**src/hw/rtl/wdnd_pkg.sv**
```systemverilog
`timescale 1ns / 1ps
// ----------------------------------------------------------------------------
// wdnd_pkg
// shared types and constants for the windowed near-duplicate detector
// ----------------------------------------------------------------------------
package wdnd_pkg;

  localparam int WINDOW_MAX_DEF = 64;
  localparam int SPAN_W         = 7;
  localparam int TOL_W          = 31;
  localparam int SAMPLE_W       = 32;
  localparam int WIDE_W         = SAMPLE_W + 1;
  localparam int ADDR_W         = 3;
  localparam int DATA_W         = 32;

  // register index, taken from paddr[2]
  typedef enum logic [0:0] {
    REG_WINDOW_SPAN = 1'b0,
    REG_TOLERANCE   = 1'b1
  } reg_idx_t;

  typedef struct packed {
    logic signed [SAMPLE_W-1:0] sample;
    logic                       first;
  } in_word_t;

  typedef struct packed {
    logic near_hit;
    logic found_so_far;
  } out_word_t;

  // control broadcast to every cell of the chain, with clear held low at the head
  typedef struct packed {
    logic                     shift;
    logic                     clear;
    logic signed [WIDE_W-1:0] lo;
    logic signed [WIDE_W-1:0] hi;
  } cell_cmd_t;

endpackage

```
**src/hw/rtl/wdnd_cell.sv**
```systemverilog
`timescale 1ns / 1ps
// ----------------------------------------------------------------------------
// wdnd_cell
// one history entry: holds a sample and its valid bit, compares against
// the current tolerance band and passes its entry on to the next cell
// ----------------------------------------------------------------------------
module wdnd_cell (
  input  logic                                clk,
  input  logic                                rst_n,
  input  wdnd_pkg::cell_cmd_t                 cmd,
  input  logic                                win_en,
  input  logic [wdnd_pkg::SAMPLE_W-1:0]       prev_val,
  input  logic                                prev_vld,
  output logic [wdnd_pkg::SAMPLE_W-1:0]       val,
  output logic                                vld,
  output logic                                hit
);
  import wdnd_pkg::*;

  logic [SAMPLE_W-1:0]      val_r;
  logic                     vld_r;
  logic signed [WIDE_W-1:0] val_wide;

  always_ff @(posedge clk) begin
    if (!rst_n) begin
      vld_r <= 1'b0;
    end else if (cmd.shift) begin
      vld_r <= prev_vld & ~cmd.clear;
    end
  end

  always_ff @(posedge clk) begin
    if (cmd.shift) begin
      val_r <= prev_val;
    end
  end

  assign val_wide = {val_r[SAMPLE_W-1], val_r};
  assign hit      = vld_r & win_en & (val_wide >= cmd.lo) & (val_wide <= cmd.hi);
  assign val      = val_r;
  assign vld      = vld_r;

endmodule

```
**config.mk**
```make
export PLATFORM = sky130hd
export DESIGN_NAME = wdnd_cell
export DESIGN_NICKNAME = d
export VERILOG_FILES = /design/src/hw/rtl/wdnd_pkg.sv /design/src/hw/rtl/wdnd_cell.sv
export SDC_FILE = /design/constraint.sdc
export NUM_CORES = 1
export LEC_CHECK = 0
export ABC_CLOCK_PERIOD_IN_PS = 2500
export BUFFER_PORTS_ARGS = -buffer_cell sky130_fd_sc_hd__buf_4
export CAP_MARGIN = 5
export CORE_ASPECT_RATIO = 1.75
export CORE_MARGIN = 4
export CORE_UTILIZATION = 48
export CTS_BUF_LIST = sky130_fd_sc_hd__clkbuf_4
export CTS_CLUSTER_SIZE = 30
export DETAILED_ROUTE_END_ITERATION = 6
export PLACE_DENSITY_LB_ADDON = 0.15
export SLEW_MARGIN = 5
export SYNTH_ARGS = -nofsm -noshare
export SYNTH_HDL_FRONTEND = slang
export SYNTH_SLANG_ARGS = --single-unit
```
**constraint.sdc**
```tcl
create_clock -name clk -period 2.5 [get_ports clk]
set_clock_uncertainty 0.2 [all_clocks]
set_input_delay 0.125 -clock clk [delete_from_list [all_inputs] [get_ports clk]]
set_output_delay 0.125 -clock clk [all_outputs]
set_load 0.02 [all_outputs]
```
==> flow_summary.toml <==
[outcome]
run_status = "finished with violations"
violations_in_the_final_reports = "setup timing"

[die]
core_area_sq_mm = 0.00539
die_outline_area_sq_mm = 0.00695
fp-row-count = 35
die_h_um = 107
floorplan.initialDensity_pct = 50.2
ioPinCount = 138
die_w_um = 64.8

[cts]
clk_path_buf_depth = 2
cts_made_buffers = 5
cts.sinks = 33
cts_root_buf = "clkbuf_4"
cts_tree = "done"
cts.clk_slew.worst_paths_ps = 120
clock_latency_ps = 340
cts.htree.levels = 2

[sta]
min_period_over_period_pct = 112
slew-limit-headroom_pct = 68.9
endpoints_failing_hold = 0
setup-violations-final = 1
finalHoldWorstSlack_ps = 65.5
timing.final.max_slew_violations = 0
clock.fmax_ghz = 0.357
rsz0062_at_grt = "true"
tightest_slew_ps = 466
postLayoutSetupSlackWorst_ps = -299
finalWorstPathRequiredPeriod_ps = 2800

[min_path]
worst_hold_startpoint = "cmd[67]"
holdCritPathClass = "input port to flop"

[critical_path]
critical_path.startpoint = "val[15]"
worst-path-max-fanout = 2
critPathLaunchType = "flop"
r2r-start = "vld"
criticalPathCategory = "flop to output port"
critPathCaptureType = "output port"
arrival_ps = 2470
cp.required_ps = 2170
regToRegSetupSlack_ps = 1010

[placement]
gp_congestion = 0.846
place.detailed.hpwl_um = 6280
io_buffers = 137
numPlacedInstances = 487
pre_cts_slack_ps = 60.4

[synth]
yosysMostFrequentCell = "inv_1"
synth_cell_type_count = 30
syn_inst = 275
ys_top_cells_by_area = "edfxtp_1 (36%), ha_1 (31%), inv_1 (9.9%), a21oi_1 (5.0%), nand4_1 (2.3%)"
ys_ff_latch = 33
yosysSeqAreaShare_pct = 36.3
synth_top_cell_by_area = "edfxtp_1"
dominantRegCellSynth = "edfxtp_1"
synthArstFlopShare_pct = 0
synth_commonest_cells = "inv_1 (71), ha_1 (66), edfxtp_1 (32), a21oi_1 (27), nand2_1 (13)"
synth_edf_count = 32
postSynthNetCount = 445
yosysWarnings = 0
synth.cell_area_sq_mm = 0.00271
postSynthAreaPerCell_sq_um = 9.84
synth_top_cell_area_share_pct = 35.5

[power_and_ir_drop]
leakage_nw = 2.34
power.ir.vdd_worst_v = 0.000338
power.total_mw = 1.66
power_density_mw_per_mm2 = 379

[routing]
firstDrtPassIters = 4
num_vias = 2789
drc = 0
totalWireLength_um = 8410
wl_per_cell_um = 15.6
count_of_antenna_violating_nets_left_after_detailed_routing = 0
initialDrtViolationCount = 64
avgViaCountPerCell = 5.18

[grt]
global_route.usage.total_pct = 25.0
grt_start_max_net_pins = 35
antenna_found_initial = 0
number_of_global_route_vias_before_repair = 3088
grt_remaining_overflow = 0
global_route_wire_length_before_repair_um = 13400

[final_layout]
area.growth.synth_to_final_pct = 61.7
final_core_util_pct = 81.2
instances_no_fill = 538
drive_above_1_share_pct = 35.3
multi_input_area_sq_mm = 0.00153
finalNetCount = 633
insertedDiodeCount = 0
layout.area.seq_sq_um = 981
n_fill_cell = 340

[run]
drv.max_cap_violation_count = 0
==> power by group <==
part,leakage [nW],internal [mW],switching (mW)
Combinational,1.98,0.345,0.307
Sequential,0.321,0.656,0.0392
Clock,0.0354,0.118,0.190
==> cell families (layout without fill, tap and decap cells) <==
logic type	count (synthesis)	count (layout)	synth area share [%]
flip-flops	33	33	36.3
adder cells (fa/ha/maj)	66	66	30.5
AND/OR/NAND/NOR	49	49	10.3
buffers and inverters	71	260	9.85
AO/OA/AOI/OAI	56	56	13.1
==> path summary, 6_finish.rpt <==
check / end / depth (start not counted)
worst min-delay path: val[1] / 1
worst min register to register: vld / 4
worst max register to register: vld / 4
worst max-delay path: hit / 10
==> metal layers <==
layer  GRT usage, %  routed length [um]  up-vias
met2           49.4                4740      128
li1               -                   -     1359
met4           13.0                 455        0
met1           23.1                2670     1265
met3           4.60                 551       37
met5              0                   0        -
==> critical path: stages (launching register included) <==
cell and delay [ps]:
edfxtp_1 430, buf_6 150, ha_4 270, nand4_4 120
buf_4 160, buf_4 130, nor2_1 130, o311a_1 210
o311ai_1 100, a221oi_2 270, buf_4 180
==> layout by cell type (no fill, tap or decap), types with 2 or more instances in the layout <==
| master | instances |
|---|---|
| buf_4 | 146 |
| inv_1 | 71 |
| ha_1 | 63 |
| dlygate4sd3_1 | 34 |
| edfxtp_1 | 32 |
| a21oi_1 | 27 |
| nand2_1 | 13 |
| nand4_1 | 10 |
| a21o_1 | 8 |
| nor2_1 | 8 |
| nand3_1 | 6 |
| clkbuf_4 | 6 |
| o21ai_0 | 5 |
| nor3_1 | 3 |
| ha_4 | 3 |
| nand4_4 | 2 |
| nor4_4 | 2 |
| o21a_1 | 2 |
| o221ai_1 | 2 |
| and3_1 | 2 |
| o211ai_1 | 2 |
| clkinv_2 | 2 |
==> metrics by stage <==
stage / cell area, sq um / setup TNS, ps
floorplan: 2710 / 0
global placement: 3830 / 0
detailed placement: 3830 / 0
CTS: 4340 / -248
global route: 4370 / -430
finish: 4370 / -299
==> flip-flops by register name, summed over array words and instances (netlist names) <==
register	count
val	32
vld	1
==> layout make-up <==
| type | count | area share [%] |
|---|---|---|
| clock buffers | 6 | 1.03 |
| clock inverters | 2 | 0.229 |
| flip-flops and latches | 33 | 22.4 |
| well taps | 74 | 2.12 |
| multi-input cells | 171 | 35.0 |
| repair buffers | 181 | 33.1 |
| inverters | 71 | 6.09 |
==> timing repair <==
action                                  CTS  global route
hold buffers                             34             0
resized for setup                         5             3
pin swaps                                 5             5
buffers inserted                          7             2
endpoints found under the setup margin    1             1
hold endpoints to repair                 33             0
Note: power is estimated with default switching activity, not from simulation.
